## src/hw/rtl/wcpm_pkg.sv

```systemverilog
// Shared types, character codes and pattern helper functions for the
// wildcard class pattern matcher. No dependencies.
package wcpm_pkg;

  localparam int LEN_W      = 5;
  localparam int CHAR_W     = 8;
  localparam int CFG_IDX_W  = 2;
  localparam int CFG_DATA_W = 64;

  // Configuration register indexes
  localparam logic [CFG_IDX_W-1:0] REG_PATTERN_LENGTH = 2'd0;
  localparam logic [CFG_IDX_W-1:0] REG_CHARS_LOW      = 2'd1;
  localparam logic [CFG_IDX_W-1:0] REG_CHARS_HIGH     = 2'd2;

  // Pattern and text character codes
  localparam logic [CHAR_W-1:0] CH_ANY_LETTER = 8'h41;
  localparam logic [CHAR_W-1:0] CH_ANY_DIGIT  = 8'h44;
  localparam logic [CHAR_W-1:0] CH_ANY_BYTE   = 8'h3F;
  localparam logic [CHAR_W-1:0] CH_ZERO       = 8'h30;
  localparam logic [CHAR_W-1:0] CH_NINE       = 8'h39;
  localparam logic [CHAR_W-1:0] CH_LOWER_A    = 8'h61;
  localparam logic [CHAR_W-1:0] CH_LOWER_Z    = 8'h7A;
  localparam logic [CHAR_W-1:0] CH_UPPER_A    = 8'h41;
  localparam logic [CHAR_W-1:0] CH_UPPER_Z    = 8'h5A;
  localparam logic [CHAR_W-1:0] CH_CASE_GAP   = 8'h20;
  localparam logic [CHAR_W-1:0] CH_BANG       = 8'h21;
  localparam logic [CHAR_W-1:0] CH_COMMA      = 8'h2C;
  localparam logic [CHAR_W-1:0] CH_DASH       = 8'h2D;
  localparam logic [CHAR_W-1:0] CH_DOT        = 8'h2E;
  localparam logic [CHAR_W-1:0] CH_COLON      = 8'h3A;
  localparam logic [CHAR_W-1:0] CH_SEMI       = 8'h3B;

  typedef struct packed {
    logic full;
    logic empty;
  } q_status_t;

  function automatic logic is_lower(input logic [CHAR_W-1:0] c);
    return (c >= CH_LOWER_A) && (c <= CH_LOWER_Z);
  endfunction

  function automatic logic is_upper(input logic [CHAR_W-1:0] c);
    return (c >= CH_UPPER_A) && (c <= CH_UPPER_Z);
  endfunction

  function automatic logic is_digit(input logic [CHAR_W-1:0] c);
    return (c >= CH_ZERO) && (c <= CH_NINE);
  endfunction

  function automatic logic char_allowed(input logic [CHAR_W-1:0] c);
    return is_lower(c) || (c == CH_ANY_LETTER) || (c == CH_ANY_DIGIT) ||
           (c == CH_ANY_BYTE) || (c == CH_BANG) || (c == CH_COMMA) ||
           (c == CH_DOT) || (c == CH_DASH) || (c == CH_COLON) || (c == CH_SEMI);
  endfunction

  function automatic logic char_matches(input logic [CHAR_W-1:0] p,
                                        input logic [CHAR_W-1:0] t);
    logic m;
    if (p == CH_ANY_LETTER) begin
      m = is_upper(t) || is_lower(t);
    end else if (p == CH_ANY_DIGIT) begin
      m = is_digit(t);
    end else if (p == CH_ANY_BYTE) begin
      m = 1'b1;
    end else if (is_lower(p)) begin
      m = (t == p) || (t == (p - CH_CASE_GAP));
    end else begin
      m = (t == p);
    end
    return m;
  endfunction

  // Characters past the second register read as zero, which is disallowed
  function automatic logic [CHAR_W-1:0] pat_char(input logic [CFG_DATA_W-1:0] low,
                                                 input logic [CFG_DATA_W-1:0] high,
                                                 input int i);
    logic [CHAR_W-1:0] c;
    if (i >= 0 && i < 8) begin
      c = low[i*CHAR_W +: CHAR_W];
    end else if (i >= 8 && i < 16) begin
      c = high[(i-8)*CHAR_W +: CHAR_W];
    end else begin
      c = '0;
    end
    return c;
  endfunction

endpackage

```

## src/hw/rtl/wcpm_front.sv

```systemverilog
// Front end: configuration registers, byte window and pattern check.
// Pushes a window snapshot per match into the record queue. Uses wcpm_pkg.
module wcpm_front #(
  parameter int PATTERN_MAX = 16
) (
  input  logic                                   clk,
  input  logic                                   rst,
  input  logic [wcpm_pkg::CHAR_W-1:0]            text_byte,
  input  logic                                   string_start,
  input  logic                                   push,
  output logic                                   full,
  input  logic                                   cfg_valid,
  output logic                                   cfg_ready,
  input  logic [wcpm_pkg::CFG_IDX_W-1:0]         cfg_index,
  input  logic [wcpm_pkg::CFG_DATA_W-1:0]        cfg_data,
  output logic                                   rec_push,
  output logic [wcpm_pkg::LEN_W+PATTERN_MAX*wcpm_pkg::CHAR_W-1:0] rec_data,
  input  wcpm_pkg::q_status_t                    q_status
);
  import wcpm_pkg::*;

  localparam int FILL_W = $clog2(PATTERN_MAX + 1);

  logic [LEN_W-1:0]      pattern_length;
  logic [CFG_DATA_W-1:0] pattern_chars_low;
  logic [CFG_DATA_W-1:0] pattern_chars_high;

  logic [CHAR_W-1:0] window [PATTERN_MAX];
  logic [FILL_W-1:0] window_fill;
  logic [FILL_W-1:0] window_fill_next;
  logic              check_pending;

  logic                          accept;
  logic                          len_ok;
  logic                          lanes_ok;
  logic                          hit;
  logic [PATTERN_MAX*CHAR_W-1:0] win_flat;

  assign cfg_ready = 1'b1;
  assign full      = check_pending && q_status.full;
  assign accept    = push && !full;

  always_ff @(posedge clk) begin
    if (rst) begin
      pattern_length     <= '0;
      pattern_chars_low  <= '0;
      pattern_chars_high <= '0;
    end else if (cfg_valid && cfg_ready) begin
      case (cfg_index)
        REG_PATTERN_LENGTH: pattern_length     <= cfg_data[LEN_W-1:0];
        REG_CHARS_LOW:      pattern_chars_low  <= cfg_data;
        REG_CHARS_HIGH:     pattern_chars_high <= cfg_data;
        default: ;
      endcase
    end
  end

  always_comb begin
    if (string_start) begin
      window_fill_next = FILL_W'(1);
    end else if (int'(window_fill) < PATTERN_MAX) begin
      window_fill_next = window_fill + FILL_W'(1);
    end else begin
      window_fill_next = window_fill;
    end
  end

  always_ff @(posedge clk) begin
    if (rst) begin
      window_fill   <= '0;
      check_pending <= 1'b0;
    end else begin
      if (accept) begin
        window_fill <= window_fill_next;
      end
      if (accept) begin
        check_pending <= 1'b1;
      end else if (!q_status.full) begin
        check_pending <= 1'b0;
      end
    end
  end

  // Window bytes need no reset: the fill count masks stale entries
  always_ff @(posedge clk) begin
    if (accept) begin
      window[0] <= text_byte;
      for (int i = 1; i < PATTERN_MAX; i++) begin
        window[i] <= window[i-1];
      end
    end
  end

  // Compare the registered window, one lane per window position
  always_comb begin
    logic [CHAR_W-1:0] pc;
    int                pidx;
    pc       = '0;
    pidx     = 0;
    len_ok   = (pattern_length != '0) && (int'(pattern_length) <= PATTERN_MAX) &&
               (int'(window_fill) >= int'(pattern_length));
    lanes_ok = 1'b1;
    for (int j = 0; j < PATTERN_MAX; j++) begin
      if (j < int'(pattern_length)) begin
        pidx = int'(pattern_length) - 1 - j;
        pc   = pat_char(pattern_chars_low, pattern_chars_high, pidx);
        if (!char_allowed(pc) || !char_matches(pc, window[j])) begin
          lanes_ok = 1'b0;
        end
      end
    end
    hit = len_ok && lanes_ok;
  end

  always_comb begin
    for (int i = 0; i < PATTERN_MAX; i++) begin
      win_flat[i*CHAR_W +: CHAR_W] = window[i];
    end
  end

  assign rec_push = check_pending && !q_status.full && hit;
  assign rec_data = {pattern_length, win_flat};

endmodule

```

## src/hw/rtl/wcpm_queue.sv

```systemverilog
// Short register queue holding match records between front and back.
// Uses wcpm_pkg for the status struct.
module wcpm_queue #(
  parameter int WIDTH = 8,
  parameter int DEPTH = 2
) (
  input  logic                clk,
  input  logic                rst,
  input  logic                wr_en,
  input  logic [WIDTH-1:0]    wr_data,
  input  logic                rd_en,
  output logic [WIDTH-1:0]    rd_data,
  output wcpm_pkg::q_status_t status
);
  import wcpm_pkg::*;

  localparam int PTR_W = (DEPTH > 1) ? $clog2(DEPTH) : 1;
  localparam int CNT_W = $clog2(DEPTH + 1);

  logic [WIDTH-1:0] entries [DEPTH];
  logic [PTR_W-1:0] wr_ptr;
  logic [PTR_W-1:0] rd_ptr;
  logic [CNT_W-1:0] count;

  assign status.full  = (count == CNT_W'(DEPTH));
  assign status.empty = (count == '0);
  assign rd_data      = entries[rd_ptr];

  always_ff @(posedge clk) begin
    if (wr_en) begin
      entries[wr_ptr] <= wr_data;
    end
  end

  always_ff @(posedge clk) begin
    if (rst) begin
      wr_ptr <= '0;
      rd_ptr <= '0;
      count  <= '0;
    end else begin
      if (wr_en) begin
        wr_ptr <= (wr_ptr == PTR_W'(DEPTH - 1)) ? '0 : wr_ptr + PTR_W'(1);
      end
      if (rd_en) begin
        rd_ptr <= (rd_ptr == PTR_W'(DEPTH - 1)) ? '0 : rd_ptr + PTR_W'(1);
      end
      if (wr_en && !rd_en) begin
        count <= count + CNT_W'(1);
      end else if (rd_en && !wr_en) begin
        count <= count - CNT_W'(1);
      end
    end
  end

endmodule

```

## src/hw/rtl/wcpm_back.sv

```systemverilog
// Back end: takes one match record at a time and emits its bytes, oldest
// first, through an output register. Uses wcpm_pkg.
module wcpm_back #(
  parameter int PATTERN_MAX = 16
) (
  input  logic                                   clk,
  input  logic                                   rst,
  input  logic [wcpm_pkg::LEN_W+PATTERN_MAX*wcpm_pkg::CHAR_W-1:0] rec_data,
  input  wcpm_pkg::q_status_t                    q_status,
  output logic                                   q_pop,
  output logic [wcpm_pkg::CHAR_W-1:0]            match_byte,
  output logic                                   match_end,
  output logic                                   empty,
  input  logic                                   pop
);
  import wcpm_pkg::*;

  localparam int IDX_W = (PATTERN_MAX > 1) ? $clog2(PATTERN_MAX) : 1;
  localparam int WIN_W = PATTERN_MAX * CHAR_W;

  logic [LEN_W-1:0]  rec_len;
  logic [31:0]       start_pos;
  logic              busy;
  logic [IDX_W-1:0]  pos;
  logic [WIN_W-1:0]  cur_win;
  logic              out_valid;
  logic              out_free;
  logic              load_out;
  logic              last;

  assign rec_len   = rec_data[LEN_W+WIN_W-1 -: LEN_W];
  assign start_pos = 32'(rec_len) - 32'd1;
  assign out_free  = !out_valid || pop;
  assign load_out  = busy && out_free;
  assign last      = (pos == '0);
  assign q_pop     = !busy && !q_status.empty;
  assign empty     = !out_valid;

  always_ff @(posedge clk) begin
    if (rst) begin
      busy      <= 1'b0;
      out_valid <= 1'b0;
    end else begin
      if (q_pop) begin
        busy <= 1'b1;
      end else if (load_out && last) begin
        busy <= 1'b0;
      end
      if (load_out) begin
        out_valid <= 1'b1;
      end else if (pop) begin
        out_valid <= 1'b0;
      end
    end
  end

  always_ff @(posedge clk) begin
    if (q_pop) begin
      cur_win <= rec_data[WIN_W-1:0];
      pos     <= start_pos[IDX_W-1:0];
    end else if (load_out && !last) begin
      pos <= pos - IDX_W'(1);
    end
    if (load_out) begin
      match_byte <= cur_win[int'(pos)*CHAR_W +: CHAR_W];
      match_end  <= last;
    end
  end

  // Take a new record only once the previous one has finished
  a_pop_idle: assert property (@(posedge clk) disable iff (rst)
    q_pop |-> !busy)
    else $error("record taken while another is in progress");

  a_end_frees: assert property (@(posedge clk) disable iff (rst)
    (load_out && last) |=> !busy)
    else $error("back end still busy after the final byte");

  a_end_flag: assert property (@(posedge clk) disable iff (rst)
    load_out |=> (out_valid && (match_end == $past(last))))
    else $error("end marker does not follow the byte position");

  a_pos_range: assert property (@(posedge clk) disable iff (rst)
    busy |-> (int'(pos) < PATTERN_MAX))
    else $error("byte position beyond the window");

endmodule

```

## src/hw/rtl/wildcard_class_pattern_matcher_top.sv

```systemverilog
// A text byte is checked in the cycle after it is accepted; a match is written to the
// record queue, loaded into the back end and registered onto the result ports, then
// one byte per cycle while pop is held high.
// Throughput: one text byte per cycle; input stalls only while a check waits behind a
// full record queue. The back end drains one record at a time.
// Reset (synchronous, rst high) clears configuration, window fill, the record queue and back end state.
module wildcard_class_pattern_matcher_top #(
  parameter int PATTERN_MAX = 16
) (
  input  logic                            clk,
  input  logic                            rst,
  input  logic [wcpm_pkg::CHAR_W-1:0]     text_byte,
  input  logic                            string_start,
  input  logic                            push,
  output logic                            full,
  output logic [wcpm_pkg::CHAR_W-1:0]     match_byte,
  output logic                            match_end,
  output logic                            empty,
  input  logic                            pop,
  input  logic                            cfg_valid,
  output logic                            cfg_ready,
  input  logic [wcpm_pkg::CFG_IDX_W-1:0]  cfg_index,
  input  logic [wcpm_pkg::CFG_DATA_W-1:0] cfg_data
);
  import wcpm_pkg::*;

  localparam int REC_W       = LEN_W + PATTERN_MAX * CHAR_W;
  localparam int QUEUE_DEPTH = 2;

  logic             rec_push;
  logic [REC_W-1:0] rec_wr_data;
  logic [REC_W-1:0] rec_rd_data;
  logic             rec_pop;
  q_status_t        q_status;

  wcpm_front #(
    .PATTERN_MAX(PATTERN_MAX)
  ) u_front (
    .clk         (clk),
    .rst         (rst),
    .text_byte   (text_byte),
    .string_start(string_start),
    .push        (push),
    .full        (full),
    .cfg_valid   (cfg_valid),
    .cfg_ready   (cfg_ready),
    .cfg_index   (cfg_index),
    .cfg_data    (cfg_data),
    .rec_push    (rec_push),
    .rec_data    (rec_wr_data),
    .q_status    (q_status)
  );

  wcpm_queue #(
    .WIDTH(REC_W),
    .DEPTH(QUEUE_DEPTH)
  ) u_queue (
    .clk    (clk),
    .rst    (rst),
    .wr_en  (rec_push),
    .wr_data(rec_wr_data),
    .rd_en  (rec_pop),
    .rd_data(rec_rd_data),
    .status (q_status)
  );

  wcpm_back #(
    .PATTERN_MAX(PATTERN_MAX)
  ) u_back (
    .clk       (clk),
    .rst       (rst),
    .rec_data  (rec_rd_data),
    .q_status  (q_status),
    .q_pop     (rec_pop),
    .match_byte(match_byte),
    .match_end (match_end),
    .empty     (empty),
    .pop       (pop)
  );

endmodule

```

## config.mk

```make
export PLATFORM = sky130hd
export DESIGN_NAME = wildcard_class_pattern_matcher_top
export DESIGN_NICKNAME = d
export VERILOG_FILES = /design/src/hw/rtl/wcpm_pkg.sv /design/src/hw/rtl/wcpm_front.sv /design/src/hw/rtl/wcpm_queue.sv /design/src/hw/rtl/wcpm_back.sv /design/src/hw/rtl/wildcard_class_pattern_matcher_top.sv
export SDC_FILE = /design/constraint.sdc
export NUM_CORES = 2
export LEC_CHECK = 0
export BUFFER_PORTS_ARGS = -buffer_cell sky130_fd_sc_hd__buf_2
export CORE_ASPECT_RATIO = 2
export CORE_MARGIN = 3
export CORE_UTILIZATION = 25
export CTS_CLUSTER_SIZE = 30
export DETAILED_ROUTE_END_ITERATION = 8
export PLACE_DENSITY = 0.5
export SLEW_MARGIN = 25
export SYNTH_ARGS = -nofsm -noshare
export SYNTH_HDL_FRONTEND = slang
export SYNTH_SLANG_ARGS = --single-unit
```

## constraint.sdc

```tcl
create_clock -name clk -period 16.95 [get_ports clk]
set_input_delay 1.695 -clock clk [delete_from_list [all_inputs] [get_ports clk]]
set_output_delay 1.695 -clock clk [all_outputs]
set_load 0.1 [all_outputs]
```

# After elaboration in Yosys (flattened, before gate mapping)
# Memory sizes are Yosys's and may differ from the RTL's. A register that Yosys moved wholly into a read port is not among the register bits.
# Cells that the tools add are included.
[word_totals] ff_bits=286 mem_bits_rw=394 output_inout_bits=12 wordCells=1029 mem_count=2
[op_classes] add_sub_neg=54 order_cmp=211 eq_ne=180 shift=33 muxes=180 reduce_logical=355
[memory_table] name="u_queue.entries" depth=2 width=133 rd=1 rd_ports_with_merged_regs=1 wr=1 line="wcpm_queue.sv:20" text="logic [WIDTH-1:0] entries [DEPTH];"
[memory_table] name="u_front.window" depth=16 width=8 rd=16 rd_ports_with_merged_regs=0 wr=16 line="wcpm_front.sv:28" text="logic [CHAR_W-1:0] window [PATTERN_MAX];"
[op_table] op="indexed part select 64 x 32 -> 8 bit" n=31
[op_table] op="equality test 8 x 6 -> 1 bit, second input constant" n=112
[op_table] op="greater-or-equal comparator 32 x 1 -> 1 bit, second input constant" n=15
[op_table] op="greater-or-equal comparator 32 x 5 -> 1 bit, second input constant" n=15
[op_table] op="less-than comparator 32 x 5 -> 1 bit, second input constant" n=15
[op_table] op="less-than comparator 32 x 6 -> 1 bit, second input constant" n=15
[op_table] op="subtractor 29 x 5 -> 29 bit, second input constant" n=15
[op_table] op="greater-or-equal comparator 8 x 7 -> 1 bit, second input constant" n=48
[op_table] op="<= comparator 8 x 7 -> 1 bit, second input constant" n=48
[op_table] op="2-to-1 mux 8 bit" n=48
[op_table] op="equality test 8 x 7 -> 1 bit, second input constant" n=32
[op_table] op="equality test 8 bit" n=32
[op_table] op="logical OR 1 bit" n=193
[op_table] op="greater-or-equal comparator 8 x 6 -> 1 bit, second input constant" n=16
[op_table] op="<= comparator 8 x 6 -> 1 bit, second input constant" n=16
[op_table] op="indexed part select 128 x 8 -> 8 bit" n=1
[op_table] op="subtractor 8 x 6 -> 8 bit, second input constant" n=16
[op_table] op="2-to-1 mux 1 bit" n=126
[op_table] op="logical AND 1 bit" n=109
[op_table] op="indexed part select 64 x 9 -> 8 bit" n=1
[op_table] op="subtractor 6 x 5 -> 7 bit, second input constant" n=8
[op_table] op="logical NOT 1 bit" n=40
[op_table] op="less-than comparator 4 x 5 -> 1 bit, first input constant" n=8
[op_table] op="subtractor 6 x 4 -> 7 bit, second input constant" n=4
[op_table] op="29 further kinds" n=49

# Longest topological paths before layout
[depth] ltp_word=57 mapped_depth=35 ltp_nobuf=27

# Cells and area by module
# Synthesis repeated with hierarchy kept, for this count alone.
[unflattened] cells_unflattened=3880 hier_area_um2=42909.9
[by_module_without_submodules] mod="wcpm_front" instances=1 cells_per_inst=3209 area_each_um2=27446.3 seq_area_each_um2=6626.4
[by_module_without_submodules] mod="wcpm_queue" instances=1 cells_per_inst=436 area_each_um2=10084.7 seq_area_each_um2=8087.8
[by_module_without_submodules] mod="wcpm_back" instances=1 cells_per_inst=235 area_each_um2=5378.9 seq_area_each_um2=4274.1

# Least setup slack after synthesis
# OpenSTA, ideal clock, no wires.
[synth_timing] kind="flip-flop to flip-flop" start="register u_front.pattern_length[0]" end="memory u_queue.entries[1][0] (netlist name) (enable)" setup_time_ns=0.625 t_arrival_ns=12.216 path_slack_ns=4.109 path_stages_with_launch=31 n_path_buf=12 synth_period_minus_slack_ns=12.841 cell_sequence="dfxtp_1 > buf_2 > clkinv_1 > buf_1 > buf_2 > buf_1 > ha_1 > buf_2 > xnor2_4 > buf_2 > buf_2 > buf_2 > ha_1 > buf_2 > buf_2 > buf_2 > buf_2 > mux2i_1 > o22ai_1 > nor2_1 > a2111oi_0 > inv_1 > ha_1 > xnor2_1 > o31ai_1 > and3_1 > a21oi_1 > a2111oi_0 > and4_1 > nand2_1 > nor2_1"
[synth_via] elab_chain_len=55
[synth_lines] item="start: declaration" line="wcpm_front.sv:24" text="logic [LEN_W-1:0] pattern_length;"
[synth_lines] item="start signal: assignment" line="wcpm_front.sv:50" text="REG_PATTERN_LENGTH: pattern_length <= cfg_data[LEN_W-1:0];"
[synth_lines] item="parallel branches: the longest is 51 deep, another holds subtractor 29 x 5 -> 29 bit"
[synth_lines] item="logical AND 1 bit *" line="wcpm_front.sv:112" text="hit = len_ok && lanes_ok;"
[synth_lines] item="logical AND 1 bit *" line="wcpm_front.sv:121" text="assign rec_push = check_pending && !q_status.full && hit;"
[synth_lines] item="2-to-1 mux 1 bit *" line="wcpm_queue.sv:30" text="if (wr_en) begin"
[synth_lines] item="2-to-1 mux 1 bit (implied by the code) *" line="wcpm_queue.sv:31" text="entries[wr_ptr] <= wr_data;"
[synth_lines] item="end: declaration" line="wcpm_queue.sv:20"
# Mark *: on every way between the ends. The select of a mux whose other input is x is not followed.

# Worst setup path after layout
[layout_timing] start="register u_front.pattern_length[0]" end="memory u_queue.entries[0][5] (netlist name) (enable)"
# Same word-level chain as after synthesis.

==> out/metrics.csv <==
stage,metric,value,unit
clock_tree,# clock sinks,679,
worst_setup_path,Worst Path Arrival,10.19,ns
route,DR vias/cell,5.54,
worst_setup_path,maximum fanout along the worst path,73,
floorplanning,area of the die,176000,µm²
route,final wirelength,200000,µm
flow_run,max-cap violations,0,
clock_tree,number of gates resized after cts,0,
route,Final ANT Viol Nets,0,
yosys,Post-synth ARST share,0,%
finish,fillers,17816,
floorplanning,Die Ht,590,µm
yosys,Synth top area share,37.5,%
place,gpl congestion,1.07,
floorplanning,Starting Density,25.2,%
floorplanning,core area,169000,µm²
worst_setup_path,critical path capture point type,register,
yosys,cell taking the most area after synthesis,edfxtp_1,
global_routing,first-pass GRT wire length,274000,µm
clock_tree,CTS buffer count,57,
clock_tree,worst skew pair latency,0.72,ns
clock_tree,clk buf depth,3,
route,DRT iter0 DRCs,2927,
clock_tree,CTS HTree Levels,2,
worst_setup_path,startpoint types,register,
pwr,VDD IR max,0.0865,mV
clock_tree,Root Buffer,clkbuf_16,
yosys,Post-synth top cells,"533 x edfxtp_1, 451 x nand2_1, 267 x a21oi_1",
pwr,PwrDens,107,nW/µm²
clock_tree,# hold bufs at CTS,0,
clock_tree,CTS tree,yes,
route,drc violations,0,
yosys,top-count cell post-synth,edfxtp_1,
route,DR WL/cell,32.3,µm
timing,period utilization,58.4,%
yosys,top_reg_cell synth,edfxtp_1,
finish,P&R area growth vs syn,11.6,%
timing,fmax,101,MHz
place,"worst slack, placed",7.37,ns
floorplanning,die boundary width,298,µm
yosys,synthesized flop and latch total,679,
yosys,synthesized instance count,3841,
yosys,syn_nets,3961,
timing,final hold viol count,0,
worst_setup_path,WS Path Type,register to register,
global_routing,initial antenna violation count,17,
yosys,Netlist cell types,111,
outcome,status,"complete, no violations",
yosys,yosys warns,0,
finish,NumNets Final,3970,
timing,fin crit period,9.89,ns
floorplanning,std cell rows,213,
yosys,"EDFF count, synth",533,
worst_setup_path,"Data required, critical path",17.25,ns
timing,setup slack after layout,7.06,ns
route,Pre-antenna DRT Iters,6,
timing,Clock Skew,0.0529,ns
global_routing,GRT Overall Usage,22.0,%
yosys,Synth Area per Inst,11.1,µm²
floorplanning,I/O pin count,92,
timing,relative slew slack,22.7,%
clock_tree,"Clk pin slew, worst setup/hold paths",0.07,ns
timing,RSZ-0062 raised after global routing,no,
place,IO buf count,90,
timing,max-slew violations,0,
timing,Least-Margin Pin Slew,1.13,ns
route,via count,34207,
global_routing,vias in the first global route,34324,
clock_tree,"Setup Fix Bufs, Post-CTS",0,
pwr,leakage power,15.0,nW
timing,final setup fails,0,
yosys,ranking of synthesized cells by area,"edfxtp_1 38%, mux4_2 9.2%, dfxtp_1 6.9%, mux2_2 5.8%, mux2i_1 5.6%",
min_path,HP Class,register to register,
global_routing,largest net degree at the start of global routing,127,
place,DP Wirelength,153000,µm
finish,Finished Layout Cells,6173,
global_routing,total global routing overflow,0,
yosys,cell area after synthesis,42600,µm²
place,placed insts,6047,
timing,TNS Setup,0,ns
finish,share of cells above drive strength 1,19.1,%
yosys,"Seq/Total Area, Yosys",44.4,%
[cell families after synthesis]
kind of cell | Yosys count | synth area share, %
simple gates | 1182 | 13.7
buf+inv | 290 | 3.08
compound gates | 849 | 13.2
xor+xnor | 164 | 3.76
fa+ha+maj | 40 | 1.17
mux | 636 | 20.7
flops | 679 | 44.4
other cells | 1 | 0.00880
[worst paths after layout]
path	start	to	slack, ns	cells after the start
worst max-delay path	u_front.pattern_length[0]	u_queue.entries[0][5]	7.06	20
worst min-delay path	u_queue.rd_ptr	register	0.51	2
worst max register to register	u_front.pattern_length[0]	u_queue.entries[0][5]	7.06	20
worst min register to register	u_queue.rd_ptr	register	0.51	2
[metal layers]
layer	up-vias	GRT usage [%]	routed length, µm
met1	17214	20.4	62600
met3	637	3.77	10500
met2	1441	39.9	102000
met4	6	22.0	24200
li1	14909	-	-
met5	-	0	32
[worst max-delay path, stage by stage, from the launching register on]
cell	delay [ns]
dfxtp_4	0.57
inv_2	0.32
ha_4	0.78
inv_2	0.38
ha_4	0.88
buf_4	0.78
mux2i_1	0.17
o22ai_1	0.63
nor2_1	0.13
a2111oi_1	0.86
inv_1	0.11
ha_1	0.35
xnor2_1	0.13
o31ai_1	0.27
and3_1	0.18
a21oi_1	0.11
a2111oi_0	0.71
and4_1	0.39
nand3_2	0.16
inv_6	0.56
buf_4	0.76
[state kept, by name, summed over array words and instances, names as in the netlist, named ones only]
register and flops:
u_back.out_valid 1, u_queue.rd_ptr 1, u_queue.entries 264, u_queue.wr_ptr 1
u_back.busy 1, u_front.check_pending 1, u_back.pos 4, u_queue.count 2
u_back.match_byte 8, u_front.pattern_chars_high 64, u_front.window 128, u_back.match_end 1
u_front.pattern_length 5, u_front.window_fill 5, u_front.pattern_chars_low 64, u_back.cur_win 128
[final cells by class]
cell class / count / area (µm²) / area share, %
Inverter: 70 / 275 / 0.579
Timing Repair Buffer: 170 / 1060 / 2.24
Clock inverter: 43 / 449 / 0.944
Sequential cell: 679 / 18900 / 39.8
Tap cell: 2257 / 2820 / 5.94
Clock buffer: 65 / 1480 / 3.10
Antenna cell: 17 / 42.5 / 0.0894
Multi-Input combinational cell: 2872 / 22500 / 47.3
[per-stage QoR]
step	instance area [µm²]	utilization (%)	hold slack [ns]	power, W
floorplan	42600	-	0.461	0.00315
CTS	47500	28.1	0.511	0.00513
global placement	45600	27.0	0.486	0.00374
detailed placement	45600	27.0	0.495	0.00375
finish	47600	28.2	0.511	0.00508
global route	47600	28.1	0.529	0.00526
[cell usage in the layout (no fill, tap or decap), types with 31 or more instances in the layout]
cell type	Yosys	layout
a211oi_1	38	34
mux4_2	174	174
buf_4	29	79
dfxtp_1	146	142
mux2_2	221	221
clkbuf_16	0	57
mux2i_1	239	236
nand2_1	451	451
xnor2_1	101	101
a31oi_1	38	38
edfxtp_1	533	533
nand3_1	71	71
o22ai_1	75	74
inv_1	65	64
nor2_1	210	208
a21oi_1	267	266
nor3_1	91	91
ha_1	40	38
nand2b_1	31	31
o21ai_0	115	112
xor2_1	51	51
nor3b_1	34	33
buf_2	55	90
nand4_1	32	32
[power breakdown]
part	switching (W)	internal (W)	leakage [nW]	total [W]
clock	0.000666	0.000717	0.926	0.00138
combinational	0.000905	0.000509	7.93	0.00141
sequential	0.000206	0.00207	6.13	0.00228
Note: power is estimated with default switching activity, not from simulation.
